$ cat src/design/i2cbw_pkg.sv
// Shared types and constants of the I2C write master.
// No dependencies; imported by every module of the block.
package i2cbw_pkg;

  localparam int unsigned HOLD_W              = 16;
  localparam int unsigned HOLD_COUNT_BITS_DEF = 16;
  localparam int unsigned QUEUE_DEPTH_DEF     = 2;

  localparam logic [7:0]        DEV_ADDR_RST   = 8'h00;
  localparam logic [HOLD_W-1:0] SHORT_HOLD_RST = 16'd120;
  localparam logic [HOLD_W-1:0] LONG_HOLD_RST  = 16'd240;

  localparam logic [1:0] REG_DEV_ADDR   = 2'd0;
  localparam logic [1:0] REG_SHORT_HOLD = 2'd1;
  localparam logic [1:0] REG_LONG_HOLD  = 2'd2;

  typedef struct packed {
    logic       stop;
    logic       start;
    logic [7:0] data;
  } cmd_t;

  typedef struct packed {
    logic              last;
    logic [HOLD_W-1:0] hold;
    logic              sda;
    logic              scl;
  } event_t;

  typedef struct packed {
    logic [7:0]        dev_addr;
    logic [HOLD_W-1:0] short_hold;
    logic [HOLD_W-1:0] long_hold;
  } cfg_t;

endpackage

$ cat src/design/i2cbw_front.sv
// Intake stage: registers one input word and classifies it into a command.
// Depends on i2cbw_pkg.
module i2cbw_front import i2cbw_pkg::*; (
  input  logic       clk_i,
  input  logic       rst_ni,
  input  logic       in_valid_i,
  output logic       in_ready_o,
  input  logic [7:0] in_data_i,
  input  logic       in_start_i,
  input  logic       in_stop_i,
  output logic       cmd_valid_o,
  input  logic       cmd_ready_i,
  output cmd_t       cmd_o
);

  logic valid_q, valid_d;
  cmd_t cmd_q;

  assign in_ready_o  = !valid_q || cmd_ready_i;
  assign cmd_valid_o = valid_q;
  assign cmd_o       = cmd_q;

  always_comb begin
    valid_d = valid_q;
    if (in_valid_i && in_ready_o) begin
      valid_d = 1'b1;
    end else if (cmd_ready_i) begin
      valid_d = 1'b0;
    end
  end

  always_ff @(posedge clk_i or negedge rst_ni) begin
    if (!rst_ni) begin
      valid_q <= 1'b0;
    end else begin
      valid_q <= valid_d;
    end
  end

  always_ff @(posedge clk_i) begin
    if (in_valid_i && in_ready_o) begin
      cmd_q <= '{stop: in_stop_i, start: in_start_i, data: in_data_i};
    end
  end

endmodule

$ cat src/design/i2cbw_fifo.sv
// Short command queue between the intake stage and the event sequencer.
// Depends on i2cbw_pkg.
module i2cbw_fifo import i2cbw_pkg::*; #(
  parameter int unsigned WIDTH = 10,
  parameter int unsigned DEPTH = QUEUE_DEPTH_DEF,
  localparam int unsigned PtrW = (DEPTH > 1) ? $clog2(DEPTH) : 1,
  localparam int unsigned CntW = $clog2(DEPTH + 1)
) (
  input  logic             clk_i,
  input  logic             rst_ni,
  input  logic             push_valid_i,
  output logic             push_ready_o,
  input  logic [WIDTH-1:0] push_data_i,
  output logic             pop_valid_o,
  input  logic             pop_i,
  output logic [WIDTH-1:0] pop_data_o,
  output logic [CntW-1:0]  count_o
);

  logic [WIDTH-1:0] mem_q [DEPTH];
  logic [PtrW-1:0]  wr_q, wr_d, rd_q, rd_d;
  logic [CntW-1:0]  cnt_q, cnt_d;
  logic             push, pop;

  assign push_ready_o = (cnt_q != CntW'(DEPTH));
  assign pop_valid_o  = (cnt_q != '0);
  assign pop_data_o   = mem_q[rd_q];
  assign count_o      = cnt_q;
  assign push         = push_valid_i && push_ready_o;
  assign pop          = pop_i && pop_valid_o;

  always_comb begin
    wr_d  = wr_q;
    rd_d  = rd_q;
    cnt_d = cnt_q;
    if (push) begin
      wr_d = (wr_q == PtrW'(DEPTH - 1)) ? '0 : wr_q + PtrW'(1);
    end
    if (pop) begin
      rd_d = (rd_q == PtrW'(DEPTH - 1)) ? '0 : rd_q + PtrW'(1);
    end
    if (push && !pop) begin
      cnt_d = cnt_q + CntW'(1);
    end else if (pop && !push) begin
      cnt_d = cnt_q - CntW'(1);
    end
  end

  always_ff @(posedge clk_i or negedge rst_ni) begin
    if (!rst_ni) begin
      wr_q  <= '0;
      rd_q  <= '0;
      cnt_q <= '0;
    end else begin
      wr_q  <= wr_d;
      rd_q  <= rd_d;
      cnt_q <= cnt_d;
    end
  end

  always_ff @(posedge clk_i) begin
    if (push) begin
      mem_q[wr_q] <= push_data_i;
    end
  end

endmodule

$ cat src/design/i2cbw_seq.sv
// Event sequencer: walks start, address, data, ack and stop phases into a
// registered output, one pin event per cycle unless stalled. Depends on i2cbw_pkg.
module i2cbw_seq import i2cbw_pkg::*; (
  input  logic   clk_i,
  input  logic   rst_ni,
  input  cfg_t   cfg_i,
  input  logic   cmd_valid_i,
  output logic   cmd_pop_o,
  input  cmd_t   cmd_i,
  output logic   ev_valid_o,
  input  logic   ev_ready_i,
  output event_t ev_o
);

  typedef enum logic [2:0] {
    PH_IDLE,
    PH_START_SDA,
    PH_START_SCL,
    PH_BIT,
    PH_STOP_SETUP,
    PH_STOP_SCL,
    PH_STOP_SDA_LO,
    PH_STOP_SDA_HI
  } phase_e;

  localparam logic [3:0] BitLast = 4'd7;
  localparam logic [3:0] BitAck  = 4'd8;

  phase_e     phase_q, phase_d;
  logic [7:0] byte_q, byte_d, data_q, data_d;
  logic       stop_q, stop_d, addr_q, addr_d;
  logic [3:0] cnt_q, cnt_d;
  logic [1:0] step_q, step_d;
  logic       scl_q, sda_q;
  logic       ev_valid_q, ev_valid_d;
  event_t     ev_q, ev;
  logic       advance, pop;

  assign advance    = (phase_q != PH_IDLE) && (!ev_valid_q || ev_ready_i);
  assign pop        = cmd_valid_i && ((phase_q == PH_IDLE) || (advance && ev.last));
  assign cmd_pop_o  = pop;
  assign ev_valid_o = ev_valid_q;
  assign ev_o       = ev_q;

  always_comb begin
    ev      = '{last: 1'b0, hold: '0, sda: sda_q, scl: scl_q};
    phase_d = phase_q;
    byte_d  = byte_q;
    data_d  = data_q;
    stop_d  = stop_q;
    addr_d  = addr_q;
    cnt_d   = cnt_q;
    step_d  = step_q;
    unique case (phase_q)
      PH_START_SDA: begin
        ev.sda  = 1'b0;
        ev.hold = cfg_i.short_hold;
        phase_d = PH_START_SCL;
      end
      PH_START_SCL: begin
        ev.scl  = 1'b0;
        ev.hold = cfg_i.short_hold;
        phase_d = PH_BIT;
      end
      PH_BIT: begin
        if (cnt_q == BitAck) begin
          if (step_q == 2'd2) begin
            ev.scl = 1'b0;
            if (addr_q) begin
              byte_d = data_q;
              addr_d = 1'b0;
              cnt_d  = '0;
              step_d = 2'd0;
            end else if (stop_q) begin
              phase_d = PH_STOP_SETUP;
            end else begin
              ev.last = 1'b1;
              phase_d = PH_IDLE;
            end
          end else begin
            ev.scl  = 1'b1;
            ev.hold = cfg_i.long_hold;
            step_d  = 2'd2;
          end
        end else begin
          unique case (step_q)
            2'd1: begin
              ev.scl  = 1'b1;
              ev.hold = cfg_i.long_hold;
              step_d  = 2'd2;
            end
            2'd2: begin
              ev.scl  = 1'b0;
              ev.hold = (cnt_q == BitLast) ? cfg_i.long_hold : '0;
              byte_d  = {byte_q[6:0], 1'b0};
              cnt_d   = cnt_q + 4'd1;
              step_d  = (cnt_q == BitLast) ? 2'd1 : 2'd0;
            end
            default: begin
              ev.sda  = byte_q[7];
              ev.hold = cfg_i.long_hold;
              step_d  = 2'd1;
            end
          endcase
        end
      end
      PH_STOP_SETUP: begin
        ev.hold = cfg_i.short_hold;
        phase_d = PH_STOP_SCL;
      end
      PH_STOP_SCL: begin
        ev.scl  = 1'b1;
        phase_d = PH_STOP_SDA_LO;
      end
      PH_STOP_SDA_LO: begin
        ev.scl  = 1'b1;
        ev.sda  = 1'b0;
        ev.hold = cfg_i.short_hold;
        phase_d = PH_STOP_SDA_HI;
      end
      PH_STOP_SDA_HI: begin
        ev.scl  = 1'b1;
        ev.sda  = 1'b1;
        ev.hold = cfg_i.long_hold;
        ev.last = 1'b1;
        phase_d = PH_IDLE;
      end
      default: begin
      end
    endcase
    if (pop) begin
      phase_d = cmd_i.start ? PH_START_SDA : PH_BIT;
      byte_d  = cmd_i.start ? cfg_i.dev_addr : cmd_i.data;
      data_d  = cmd_i.data;
      stop_d  = cmd_i.stop;
      addr_d  = cmd_i.start;
      cnt_d   = '0;
      step_d  = 2'd0;
    end
  end

  always_comb begin
    ev_valid_d = ev_valid_q;
    if (advance) begin
      ev_valid_d = 1'b1;
    end else if (ev_ready_i) begin
      ev_valid_d = 1'b0;
    end
  end

  always_ff @(posedge clk_i or negedge rst_ni) begin
    if (!rst_ni) begin
      phase_q    <= PH_IDLE;
      scl_q      <= 1'b1;
      sda_q      <= 1'b1;
      ev_valid_q <= 1'b0;
    end else begin
      ev_valid_q <= ev_valid_d;
      if (advance || pop) begin
        phase_q <= phase_d;
      end
      if (advance) begin
        scl_q <= ev.scl;
        sda_q <= ev.sda;
      end
    end
  end

  always_ff @(posedge clk_i) begin
    if (advance || pop) begin
      byte_q <= byte_d;
      data_q <= data_d;
      stop_q <= stop_d;
      addr_q <= addr_d;
      cnt_q  <= cnt_d;
      step_q <= step_d;
    end
    if (advance) begin
      ev_q <= ev;
    end
  end

endmodule

$ cat src/design/i2c_bitbang_write_master_top.sv
// Top level of the I2C write master: register port, intake, queue, sequencer.
// Depends on i2cbw_pkg, i2cbw_front, i2cbw_fifo and i2cbw_seq.
//
// Usage: each input word (s_axis) carries one byte in tdata and the start and
// stop flags in tuser. The block answers on m_axis with a run of pin events,
// each giving SCL and SDA levels and the ticks to hold them; tlast marks the
// final event of the word. A plain byte gives 26 events, a start adds 28 more
// (start pair plus address byte), a stop adds 4, so at most 58 events.
// The sequencer issues one event per cycle while m_axis is not stalled.
// Words queue in the intake register and a short command queue while the
// sequencer works, and the next word's first event follows the previous
// last event directly. A word accepted into an empty block passes the intake
// register, the queue, the sequencer phase register and the event register
// before its first event appears. A stalled m_axis holds the current event
// and the sequencer; s_axis keeps taking words until queue and intake fill.
// Reset sets both bus lines idle high, empties the queue and loads the
// register defaults (address 0, short hold 120, long hold 240).
// Registers are written over APB at byte addresses 0, 4 and 8.
module i2c_bitbang_write_master_top import i2cbw_pkg::*; #(
  parameter int unsigned HOLD_COUNT_BITS = HOLD_COUNT_BITS_DEF,
  parameter int unsigned QUEUE_DEPTH     = QUEUE_DEPTH_DEF
) (
  input  logic        clk_i,
  input  logic        rst_ni,
  input  logic        psel,
  input  logic        penable,
  input  logic        pwrite,
  input  logic [3:0]  paddr,
  input  logic [31:0] pwdata,
  output logic [31:0] prdata,
  output logic        pready,
  input  logic        s_axis_tvalid,
  output logic        s_axis_tready,
  input  logic [7:0]  s_axis_tdata,   // data_byte
  input  logic [1:0]  s_axis_tuser,   // with_start, with_stop
  output logic        m_axis_tvalid,
  input  logic        m_axis_tready,
  output logic [23:0] m_axis_tdata,   // scl_level, sda_level, hold_ticks[15:0], zero pad
  output logic        m_axis_tlast
);

  localparam logic [32:0] HoldMax = (33'd1 << HOLD_COUNT_BITS) - 33'd1;
  localparam int unsigned CntW    = $clog2(QUEUE_DEPTH + 1);

  function automatic logic [HOLD_W-1:0] sat_hold(input logic [HOLD_W-1:0] v);
    logic [32:0] wide;
    wide = {{(33 - HOLD_W){1'b0}}, v};
    return (wide > HoldMax) ? HoldMax[HOLD_W-1:0] : v;
  endfunction

  logic [7:0]        dev_addr_q;
  logic [HOLD_W-1:0] short_hold_q, long_hold_q;
  logic              wr_en;
  cfg_t              cfg;

  logic              front_valid, front_ready;
  cmd_t              front_cmd;
  logic              q_valid, q_pop;
  logic [$bits(cmd_t)-1:0] q_data;
  logic [CntW-1:0]   q_count;
  event_t            ev;

  assign pready = 1'b1;
  assign wr_en  = psel && penable && pwrite && pready;

  always_ff @(posedge clk_i or negedge rst_ni) begin
    if (!rst_ni) begin
      dev_addr_q   <= DEV_ADDR_RST;
      short_hold_q <= SHORT_HOLD_RST;
      long_hold_q  <= LONG_HOLD_RST;
    end else if (wr_en) begin
      unique case (paddr[3:2])
        REG_DEV_ADDR:   dev_addr_q   <= pwdata[7:0];
        REG_SHORT_HOLD: short_hold_q <= pwdata[HOLD_W-1:0];
        REG_LONG_HOLD:  long_hold_q  <= pwdata[HOLD_W-1:0];
        default: begin
        end
      endcase
    end
  end

  always_comb begin
    unique case (paddr[3:2])
      REG_DEV_ADDR:   prdata = {24'd0, dev_addr_q};
      REG_SHORT_HOLD: prdata = {{(32 - HOLD_W){1'b0}}, short_hold_q};
      REG_LONG_HOLD:  prdata = {{(32 - HOLD_W){1'b0}}, long_hold_q};
      default:        prdata = '0;
    endcase
  end

  assign cfg = '{dev_addr:   dev_addr_q,
                 short_hold: sat_hold(short_hold_q),
                 long_hold:  sat_hold(long_hold_q)};

  i2cbw_front u_front (
    .clk_i       (clk_i),
    .rst_ni      (rst_ni),
    .in_valid_i  (s_axis_tvalid),
    .in_ready_o  (s_axis_tready),
    .in_data_i   (s_axis_tdata),
    .in_start_i  (s_axis_tuser[0]),
    .in_stop_i   (s_axis_tuser[1]),
    .cmd_valid_o (front_valid),
    .cmd_ready_i (front_ready),
    .cmd_o       (front_cmd)
  );

  i2cbw_fifo #(
    .WIDTH ($bits(cmd_t)),
    .DEPTH (QUEUE_DEPTH)
  ) u_fifo (
    .clk_i        (clk_i),
    .rst_ni       (rst_ni),
    .push_valid_i (front_valid),
    .push_ready_o (front_ready),
    .push_data_i  (front_cmd),
    .pop_valid_o  (q_valid),
    .pop_i        (q_pop),
    .pop_data_o   (q_data),
    .count_o      (q_count)
  );

  i2cbw_seq u_seq (
    .clk_i       (clk_i),
    .rst_ni      (rst_ni),
    .cfg_i       (cfg),
    .cmd_valid_i (q_valid),
    .cmd_pop_o   (q_pop),
    .cmd_i       (cmd_t'(q_data)),
    .ev_valid_o  (m_axis_tvalid),
    .ev_ready_i  (m_axis_tready),
    .ev_o        (ev)
  );

  assign m_axis_tdata = {6'd0, ev.hold, ev.sda, ev.scl};
  assign m_axis_tlast = ev.last;

  a_last_shape: assert property (@(posedge clk_i) disable iff (!rst_ni)
    m_axis_tvalid && m_axis_tlast |->
      (m_axis_tdata[1:0] == 2'b11) ||
      (!m_axis_tdata[0] && (m_axis_tdata[17:2] == 16'd0)))
    else $error("final event is neither a stop nor an ack clock low");

  a_hold_sat: assert property (@(posedge clk_i) disable iff (!rst_ni)
    m_axis_tvalid |-> ({17'd0, m_axis_tdata[17:2]} <= HoldMax))
    else $error("hold ticks exceed hold counter range");

  a_queue_bound: assert property (@(posedge clk_i) disable iff (!rst_ni)
    q_count <= CntW'(QUEUE_DEPTH))
    else $error("command queue overfilled");

  a_pop_valid: assert property (@(posedge clk_i) disable iff (!rst_ni)
    q_pop |-> q_valid)
    else $error("sequencer took a command from an empty queue");

endmodule

$ cat config.mk
export PLATFORM = sky130hd
export DESIGN_NAME = i2c_bitbang_write_master_top
export DESIGN_NICKNAME = d
export VERILOG_FILES = /design/src/design/i2cbw_pkg.sv /design/src/design/i2cbw_front.sv /design/src/design/i2cbw_fifo.sv /design/src/design/i2cbw_seq.sv /design/src/design/i2c_bitbang_write_master_top.sv
export SDC_FILE = /design/constraint.sdc
export NUM_CORES = 1
export LEC_CHECK = 0
export BUFFER_PORTS_ARGS = -buffer_cell sky130_fd_sc_hd__buf_4
export CAP_MARGIN = 20
export CORE_ASPECT_RATIO = 0.8
export CORE_MARGIN = 2
export CORE_UTILIZATION = 57
export CTS_BUF_LIST = sky130_fd_sc_hd__clkbuf_2 sky130_fd_sc_hd__clkbuf_4 sky130_fd_sc_hd__clkbuf_8
export CTS_CLUSTER_DIAMETER = 80
export DETAILED_ROUTE_END_ITERATION = 16
export PLACE_DENSITY = 0.86
export SLEW_MARGIN = 20
export SYNTH_ARGS = -nofsm -noshare
export SYNTH_HDL_FRONTEND = slang
export SYNTH_SLANG_ARGS = --single-unit
$ cat constraint.sdc
create_clock -name clk_i -period 3.2 [get_ports clk_i]
set_input_delay 0.16 -clock clk_i [delete_from_list [all_inputs] [get_ports clk_i]]
set_output_delay 0.16 -clock clk_i [all_outputs]
set_load 0.05 [all_outputs]
After elaboration in Yosys (flattened, before gate mapping)
Memories as Yosys holds them, arrays and structs flattened.
Cells that the tools add are included.
Cells by class
  add/sub/neg operators: 5
  equal/unequal tests: 19
  muxes and demuxes: 57
  reductions and logical operators: 41
Operators by type and width (number)
  one-hot mux 16 bit (3 select lines): 2
  two-way mux 16 bit: 4
  two-way mux 8 bit: 7
  two-way mux 1 bit: 21
  one-hot mux 3 bit (7 select lines): 1
  two-way mux 4 bit: 5
  two-way mux 3 bit: 5
  two-way mux 2 bit: 7
  nonzero test 2 bit: 7
  == test 3 bit (second input constant): 4
  logical AND 1 bit: 10
  inequality test 3 x 2 -> 1 bit (second input constant): 3
  AND reduction 2 bit: 4
  AND reduction 4 bit: 2
  nonzero test 8 bit: 1
  == test 3 x 2 -> 1 bit (second input constant): 2
  one-hot mux 1 bit (3 select lines): 2
  AND reduction 5 bit: 1
  adder 4 x 1 -> 4 bit (second input constant): 1
  == test 2 x 1 -> 1 bit (second input constant): 2
  == test 2 bit (second input constant): 2
  == test 4 x 3 -> 1 bit (second input constant): 1
  == test 4 bit (second input constant): 1
  logical NOT 1 bit: 4
  17 further kinds: 23
Word-level totals
  bits in registers: 104
  memory bits (writable): 20
  input port bits: 53
  memories kept: 1
Memories
  u_fifo.mem_q: words 2, bits a word 10, read ports 1, clocked after memory_dff 0, wr ports 1, RTL line i2cbw_fifo.sv:20  | logic [WIDTH-1:0] mem_q [DEPTH];

Logic depth before layout (Yosys ltp)
Gate-level depths: netlist (run 1).
  depth in word-level cells: 12
  mapped depth: 13
  mapped depth without buffers: 10

By module
Synthesis (run 1) repeated with hierarchy kept, for this count alone.
Second synthesis, totals
  cells, all modules: 393
  area, all modules: 5714.2 sq um
Modules (own cells, without submodules)
  i2cbw_seq: instances 1, cells each 179, area each 2416.1 sq um, sequential area each 1443.9 sq um
  i2c_bitbang_write_master_top: instances 1, cells each 151, area each 2011.9 sq um, sequential area each 1011.0 sq um
  i2cbw_fifo: instances 1, cells each 49, area each 932.1 sq um, sequential area each 700.7 sq um
  i2cbw_front: instances 1, cells each 14, area each 354.1 sq um, sequential area each 325.3 sq um

Least setup slack after synthesis (run 1)
Ideal clock, no wire load.
  path type: register -> register
  start: register u_seq.cnt_q[0]
  end: register u_seq.byte_q[0] (enable)
  setup time: 398 ps
  data arrival time: 2120 ps
  data required time: 2802 ps
  slack: 683 ps
  cell stages (with the launch flop): 7
  path buffers: 1
  cell sequence: edfxtp_1 inv_1 ha_1 nand3b_1 clkbuf_1 nor2_1 o21ai_0
On the way
  word-level cells in the longest chain between the ends: 8
  elaborated cells on any way between the ends: 11
RTL lines
  start, declared: RTL line i2cbw_seq.sv:32  | logic [3:0] cnt_q, cnt_d;
  start signal, assigned: RTL line i2cbw_seq.sv:175  | cnt_q <= cnt_d;
  == test 4 bit *: RTL line i2cbw_seq.sv:66  | if (cnt_q == BitAck) begin
  two-way mux 1 bit: RTL line i2cbw_seq.sv:66
  one-hot mux 1 bit (2 select lines): RTL line i2cbw_seq.sv:54  | unique case (phase_q)
  logical AND 1 bit: RTL line i2cbw_seq.sv:40  | assign pop = cmd_valid_i && ((phase_q == PH_IDLE) || (advance && ev.last));
  logical OR 1 bit: RTL line i2cbw_seq.sv:40
  logical AND 1 bit: RTL line i2cbw_seq.sv:40
  inequality test 3 x 2 -> 1 bit (no source line), or another cell as far along
  AND reduction 4 bit (no source line) *
  end signal, assigned: RTL line i2cbw_seq.sv:171  | byte_q <= byte_d;
  end, declared: RTL line i2cbw_seq.sv:30  | logic [7:0] byte_q, byte_d, data_q, data_d;
Mark *: on every way between the ends. The rest lies on a longest branch, timed or not.
A chain may end at the register's enable or synchronous reset.

Final worst setup path (run 1)
  start: register u_seq.cnt_q[0]
  end: register u_seq.byte_q[6] (enable)
Same word-level chain as after synthesis.

==> results.sh, run 1 <==
export IMPL_status="complete, no violations"
export IMPL_synth_edf_count=73
export IMPL_clock_skew_ps=8.10
export IMPL_place_congestion=0.864
export IMPL_max_cap_violations=0
export IMPL_crit_required_ps=3340
export IMPL_grt_pass1_vias=3545
export IMPL_cp_max_fo=15
export IMPL_cpLargestDelayFamily="compound AO/OA/AOI/OAI gates"
export IMPL_p_leak_nw=2.93
export IMPL_maxSlewViolCount=0
export IMPL_vias=3528
export IMPL_max_vdd_ir_drop_uv=464
export IMPL_synthMuxAreaShare=0.160
export IMPL_portBuffers=71
export IMPL_final_cell_mix="buf_4, edfxtp_1, mux2_2"
export IMPL_cts_buffers=17
export IMPL_cts_sinks=124
export IMPL_tightest_slew_ps=914
export IMPL_max_stage_delay_ps=440
export IMPL_finalCritPeriodShare=0.771
export IMPL_core_um2=9610
export IMPL_fillerInstances=617
export IMPL_async_flop_share=0.411
export IMPL_grt_setup_unrepaired="false"
export IMPL_synth_xor_area_frac=0.0110
export IMPL_grt_max_degree=52
export IMPL_start_util=0.582
export IMPL_crit_chain="inv_1, ha_1, and3b_1, a211o_1, o221a_2, inv_8, o21ai_0, buf_4"
export IMPL_synth_fa_ha_area_frac=0.0112
export IMPL_ys_ff_latch=124
export IMPL_antenna_found_initial=0
export IMPL_clock_latency_ps=430
export IMPL_end_kind="register"
export IMPL_crit_end="u_seq.byte_q[6]"
export IMPL_track_usage=0.227
export IMPL_hp_class="input pin to register"
export IMPL_p_total_mw=4.98
export IMPL_path_depth=8
export IMPL_setup_viol=0
export IMPL_syn_area_per_cell_um2=14.3
export IMPL_drc_errors=0
export IMPL_synthCells=391
export IMPL_ys_warn_count=0
export IMPL_path_clk_slew_ps=70
export IMPL_crit_type="register to register"
export IMPL_clock_fmax_ghz=0.405
export IMPL_overflow=0
export IMPL_power_density_nw_per_um2=730
export IMPL_timing_rr_end="u_seq.byte_q[6]"
export IMPL_setup_tns_ps=0
export IMPL_die_w_um=115
export IMPL_drt_iter0_drc=256
export IMPL_maxSlewHeadroom=0.379
export IMPL_routedWlPerCell_um=18.0
export IMPL_cp_slowest_cell="and3b_1"
export IMPL_cp_startpoint="u_seq.cnt_q[0]"
export IMPL_synth_compound_area_frac=0.0731
export IMPL_ant_nets=0
export IMPL_rows=32
export IMPL_drive_above_1_share=0.350
export IMPL_dp_hpwl_mm=7.34
export IMPL_final_hold_violation_count=0
export IMPL_start_kind="register"
export IMPL_diodes=0
export IMPL_cts_buffer_depth=2
export IMPL_ys_flop_type="edfxtp_1"
export IMPL_seq_area_frac_synth=0.622
export IMPL_clockRootBuffer="clkbuf_8"
export IMPL_ios=113
export IMPL_final_common_cell="buf_4"
export IMPL_utilization=0.710
export IMPL_arrival_ps=2610
export IMPL_cts_tree="yes"
export IMPL_grt_first_pass_wirelength_mm=18.1
export IMPL_nNetsFinal=556
export IMPL_path_buf_inv=3
export IMPL_worst_r2r_startpoint="u_seq.cnt_q[0]"
export IMPL_synth_cell_type_count=44
export IMPL_cts_resized=0
export IMPL_syn_to_final_growth_pct=21.9
export IMPL_postRouteWirelength_mm=11.3
export IMPL_rr_worst_depth=8
export IMPL_final_min_clock_period_ps=2470
export IMPL_synthSimpleGateAreaFrac=0.0635
export IMPL_synth_top_family_by_area="multiplexers"
export IMPL_dr_pass1_iters=4
export IMPL_die_h_um=92.6
export IMPL_htreeDepth=4
export IMPL_rrSetupSlack_ps=730
export IMPL_via_per_inst=5.60
export IMPL_synth_area_um2=5600
export IMPL_dieArea_um2=10600
[report_power, final]
part           switching [mW]  leakage [nW]  internal (mW)
Clock                   0.602         0.201          0.777
Sequential              0.216          1.29           2.11
Combinational           0.764          1.44          0.511
Total                    1.58          2.93           3.40
[how the worst min path moves through the flow]
stage | from | end | slack [ps] | depth (start not counted)
2_1_floorplan | rst_ni | dev_addr_q[0] | -140 | 0
3_3_place_gp | rst_ni | long_hold_q[11] | 210 | 1
3_5_place_dp | rst_ni | long_hold_q[11] | 230 | 1
4_1_cts | m_axis_tready | u_seq.scl_q | 60 | 3
5_1_grt | m_axis_tready | u_seq.scl_q | 110 | 3
6_report | m_axis_tready | u_seq.scl_q | 80 | 3
[per-layer routing]
| metal | track usage | part of all wire | wire [um] | vias up |
|---|---|---|---|---|
| met4 | 0.0733 | 0.0076 | 86 | 0 |
| met2 | 0.364 | 0.50 | 5640 | 140 |
| met1 | 0.306 | 0.44 | 4940 | 1765 |
| li1 | - | - | - | 1613 |
| met3 | 0.0602 | 0.059 | 663 | 10 |
| met5 | 0 | 0 | 0 | - |
[per-stage QoR]
stage	std cells	hold slack [ps]	cell area, um2	worst slack [ps]
5_1_grt	630	113	6820	529
4_1_cts	630	61.9	6820	717
6_report	630	82.5	6820	731
3_3_place_gp	570	215	6140	801
2_1_floorplan	412	-136	5670	683
3_5_place_dp	570	229	6140	738
[cell usage after synthesis, types with 7 or more instances]
library cell,number,area share
edfxtp_1,73,0.39
mux2_2,50,0.10
buf_4,23,0.031
nor2_1,10,0.0067
inv_1,7,0.0047
nand2_1,21,0.014
mux2i_1,32,0.057
dfstp_2,10,0.047
clkbuf_1,9,0.0060
a22o_1,24,0.038
o21ai_0,17,0.015
dfrtp_1,41,0.18
[area by class of cell]
| type | instances | area, um2 | share of cell area |
|---|---|---|---|
| clock inverter | 13 | 150 | 0.0220 |
| sequential | 124 | 3480 | 0.510 |
| tap | 119 | 149 | 0.0218 |
| clock buffer | 19 | 249 | 0.0365 |
| inverter | 8 | 37.5 | 0.00550 |
| multi-input combinational | 239 | 1870 | 0.274 |
| timing repair buffer | 108 | 881 | 0.129 |
[kinds of logic (layout without fill, tap and decap cells)]
| group | after synthesis | in the layout |
|---|---|---|
| simple gates | 66 | 66 |
| flops | 124 | 124 |
| other cells | 2 | 23 |
| compound gates | 55 | 55 |
| fa+ha+maj | 5 | 5 |
| xor+xnor | 7 | 7 |
| mux | 83 | 83 |
| buf+inv | 49 | 148 |
[worst min-delay path: cells and delay by family]
family | cells | cell delay, ps
compound gates | 1 | 160
buf+inv | 1 | 80
simple gates | 1 | 70
[what timing repair did]
| item | in CTS | in global routing |
|---|---|---|
| hold buffers | 28 | 0 |
| buffers inserted | 0 | 0 |
| endpoints found under the hold margin | 92 | 0 |
[state kept, by name, summed over array words and instances (netlist names)]
register,cells
dev_addr_q,8
long_hold_q,16
short_hold_q,16
u_fifo.count_o,2
u_fifo.mem_q,20
u_fifo.rd_q,1
u_fifo.wr_q,1
u_front.cmd_o,10
u_front.cmd_valid_o,1
u_seq.addr_q,1
u_seq.byte_q,8
u_seq.cnt_q,4
u_seq.data_q,8
u_seq.ev_o,19
u_seq.ev_valid_o,1
u_seq.phase_q,3
u_seq.scl_q,1
u_seq.sda_q,1
u_seq.step_q,2
u_seq.stop_q,1
Note: power is estimated with default switching activity, not from simulation.
==> inputs of run 2 (changes only) <==
ABC_AREA = 1   (was unset)
CORE_UTILIZATION = 51   (was 57)
PLACE_DENSITY = 0.82   (was 0.86)
clock period = 2.2 ns   (was 3.2 ns; I/O delays follow)
==> run 2 against run 1 <==
  * Area after synthesis rose by 0.20%
  * Critical endpoint is now u_fifo.count_o[1]
  * Utilization fell by 7.0 points
  * Largest cell class unchanged
  * Cell count rose by 32%
  * Via count rose by 20%
  * Sequential share of layout area fell by 0.63 points
  * Synthesized cell count rose by 43%
  * Maximum frequency rose by 17%
==> results.sh, run 2 <==
export IMPL_path_clk_slew_ps=80
export IMPL_syn_area_per_cell_um2=9.99
export IMPL_crit_required_ps=2520
export IMPL_htreeDepth=4
export IMPL_clock_skew_ps=13.1
export IMPL_finalCritPeriodShare=0.956
export IMPL_grt_first_pass_wirelength_mm=19.8
export IMPL_crit_type="register to register"
export IMPL_clock_latency_ps=450
export IMPL_max_vdd_ir_drop_uv=912
export IMPL_grt_max_degree=52
export IMPL_synthCells=561
export IMPL_setup_viol=0
export IMPL_synth_common_cells="nand2_1, inv_1, edfxtp_1, o21ai_0, dfrtp_1"
export IMPL_post_cts_setup_buffers=0
export IMPL_status="complete, no violations"
export IMPL_clockRootBuffer="clkbuf_8"
export IMPL_maxSlewViolCount=0
export IMPL_cts_buffer_depth=2
export IMPL_setup_slack_ps=97.7
export IMPL_grt_setup_unrepaired="false"
export IMPL_cp_slowest_cell="edfxtp_1"
export IMPL_drive_above_1_share=0.205
export IMPL_place_ws_ps=153
export IMPL_synth_edf_count=73
export IMPL_routedWlPerCell_um=14.2
export IMPL_die_w_um=121
export IMPL_grt_pass1_vias=4215
export IMPL_yosysMostFrequentCell="nand2_1"
export IMPL_synthSimpleGateAreaFrac=0.150
export IMPL_top_register="u_fifo.mem_q"
export IMPL_largest_reg_flops=20
export IMPL_async_flop_share=0.411
export IMPL_start_util=0.519
export IMPL_crit_top_cell="nand2_2"
export IMPL_synth_cell_type_count=32
export IMPL_arrival_ps=2420
export IMPL_start_kind="register"
export IMPL_tightest_slew_ps=964
export IMPL_end_kind="register"
export IMPL_ant_nets=0
export IMPL_ys_ff_latch=124
export IMPL_syn_to_final_growth_pct=23.2
export IMPL_max_stage_delay_ps=410
export IMPL_seq_area_frac_synth=0.621
export IMPL_final_hold_violation_count=0
export IMPL_ys_flop_type="edfxtp_1"
export IMPL_fin_cells=831
export IMPL_drt_iter0_drc=286
export IMPL_synth_xor_area_frac=0.00781
export IMPL_ios=113
export IMPL_p_leak_nw=3.17
export IMPL_final_cell_mix="nand2_1, buf_4, inv_1"
export IMPL_nNetsFinal=732
export IMPL_synth_fa_ha_area_frac=0.0112
export IMPL_drc_errors=0
export IMPL_via_per_inst=5.10
export IMPL_rows=34
export IMPL_synth_area_um2=5610
export IMPL_utilization=0.639
export IMPL_synth_area_leaders="edfxtp_1, dfrtp_1, nand2_1"
export IMPL_place_congestion=0.843
export IMPL_synth_top_cell_by_area="edfxtp_1"
export IMPL_dp_hpwl_mm=7.70
export IMPL_vias=4242
export IMPL_synthMuxAreaShare=0.00179
export IMPL_cts_tree="yes"
export IMPL_dieArea_um2=11900
export IMPL_die_h_um=97.8
export IMPL_postRouteWirelength_mm=11.8
export IMPL_core_um2=10800
export IMPL_synth_top_family_by_area="simple AND/OR/NAND/NOR gates"
export IMPL_hp_class="input pin to register"
export IMPL_dr_pass1_iters=8
export IMPL_max_cap_violations=0
export IMPL_track_usage=0.216
export IMPL_maxSlewHeadroom=0.356
export IMPL_dpl_cell_count=770
export IMPL_overflow=0
export IMPL_hold_worst_slack_ps=222
export IMPL_crit_chain="inv_1, ha_1, nand2_1, nor2_2, nand3_2, nand2_2, nand2_2, nand2_2, nand2_4, ha_1, a21oi_1, o21ai_1, xor2_1"
export IMPL_ys_warn_count=0
export IMPL_synth_compound_area_frac=0.100
export IMPL_power_density_nw_per_um2=1340
export IMPL_portBuffers=71
export IMPL_setup_tns_ps=0
export IMPL_final_min_clock_period_ps=2100
export IMPL_synth_top_area_share=0.391
export IMPL_clock_fmax_ghz=0.476
export IMPL_final_common_cell="nand2_1"
export IMPL_antenna_found_initial=0
export IMPL_cts_sinks=124
export IMPL_diodes=0
export IMPL_cts_buffers=17
export IMPL_cp_max_fo=7
-- run 2: logic make-up after synthesis --
kind of cell / Yosys count
muxes: 1
xor gates and xnor gates: 5
AOI/OAI and AO/OA: 100
DFF: 124
other: 2
and+or+nand+nor: 199
adders and majority gates: 5
buffers and inverters: 125
-- run 2: worst paths after layout --
kind | depth (start not counted) | end | startpoint | slack, ps
setup / recovery | 13 | u_fifo.count_o[1] | u_seq.step_q[0] | 100
hold / removal | 5 | long_hold_q[4] | paddr[3] | 220
setup reg to reg | 13 | u_fifo.count_o[1] | u_seq.step_q[0] | 100
hold reg to reg | 0 | u_fifo.mem_q[0][4] | u_front.cmd_o[4] | 450
max in group asynchronous | 2 | u_seq.ev_valid_o | rst_ni | 1490
min in group asynchronous | 2 | short_hold_q[10] | rst_ni | 230
-- run 2: stage by stage --
stage                     cell area (um2)  power, mW
after detailed placement             6230       7.23
after CTS                            6900       9.22
final                                6910       9.23
after floorplan                      5690       6.32
after global routing                 6910       9.78
after global placement               6230       7.07
-- run 2: layout make-up --
type	count	area, um2
clock buffer	17	234
clock inverter	15	154
fill	815	3900
inverter	84	320
multi-input combinational	333	1610
sequential	124	3480
tap	144	180
timing repair buffer	114	928
-- run 2: worst max-delay path, delay by kind of cell, from the launching register on --
kind                       cells  cell delay [ps]
AOI/OAI and AO/OA              2              200
xor gates and xnor gates       1              150
adders and majority gates      2              510
buffers and inverters          1               90
DFF                            1              410
and+or+nand+nor                7              610
-- run 2: where the power goes --
| group | internal, mW | switching, mW |
|---|---|---|
| Combinational | 1.08 | 2.36 |
| Clock | 0.933 | 1.01 |
| Sequential | 3.45 | 0.397 |
-- run 2: repair_timing --
item | CTS | global route
endpoints found under the setup margin | 0 | 1
endpoints found under the hold margin | 92 | 0
resized for setup | 0 | 1
hold buffers | 29 | 0
-- run 2: per-layer routing --
metal,wire (um),vias up,global-route usage
li1,-,2017,-
met1,4800,1991,0.271
met2,5880,200,0.350
met3,807,34,0.0602
met4,303,0,0.0999
met5,0,-,0
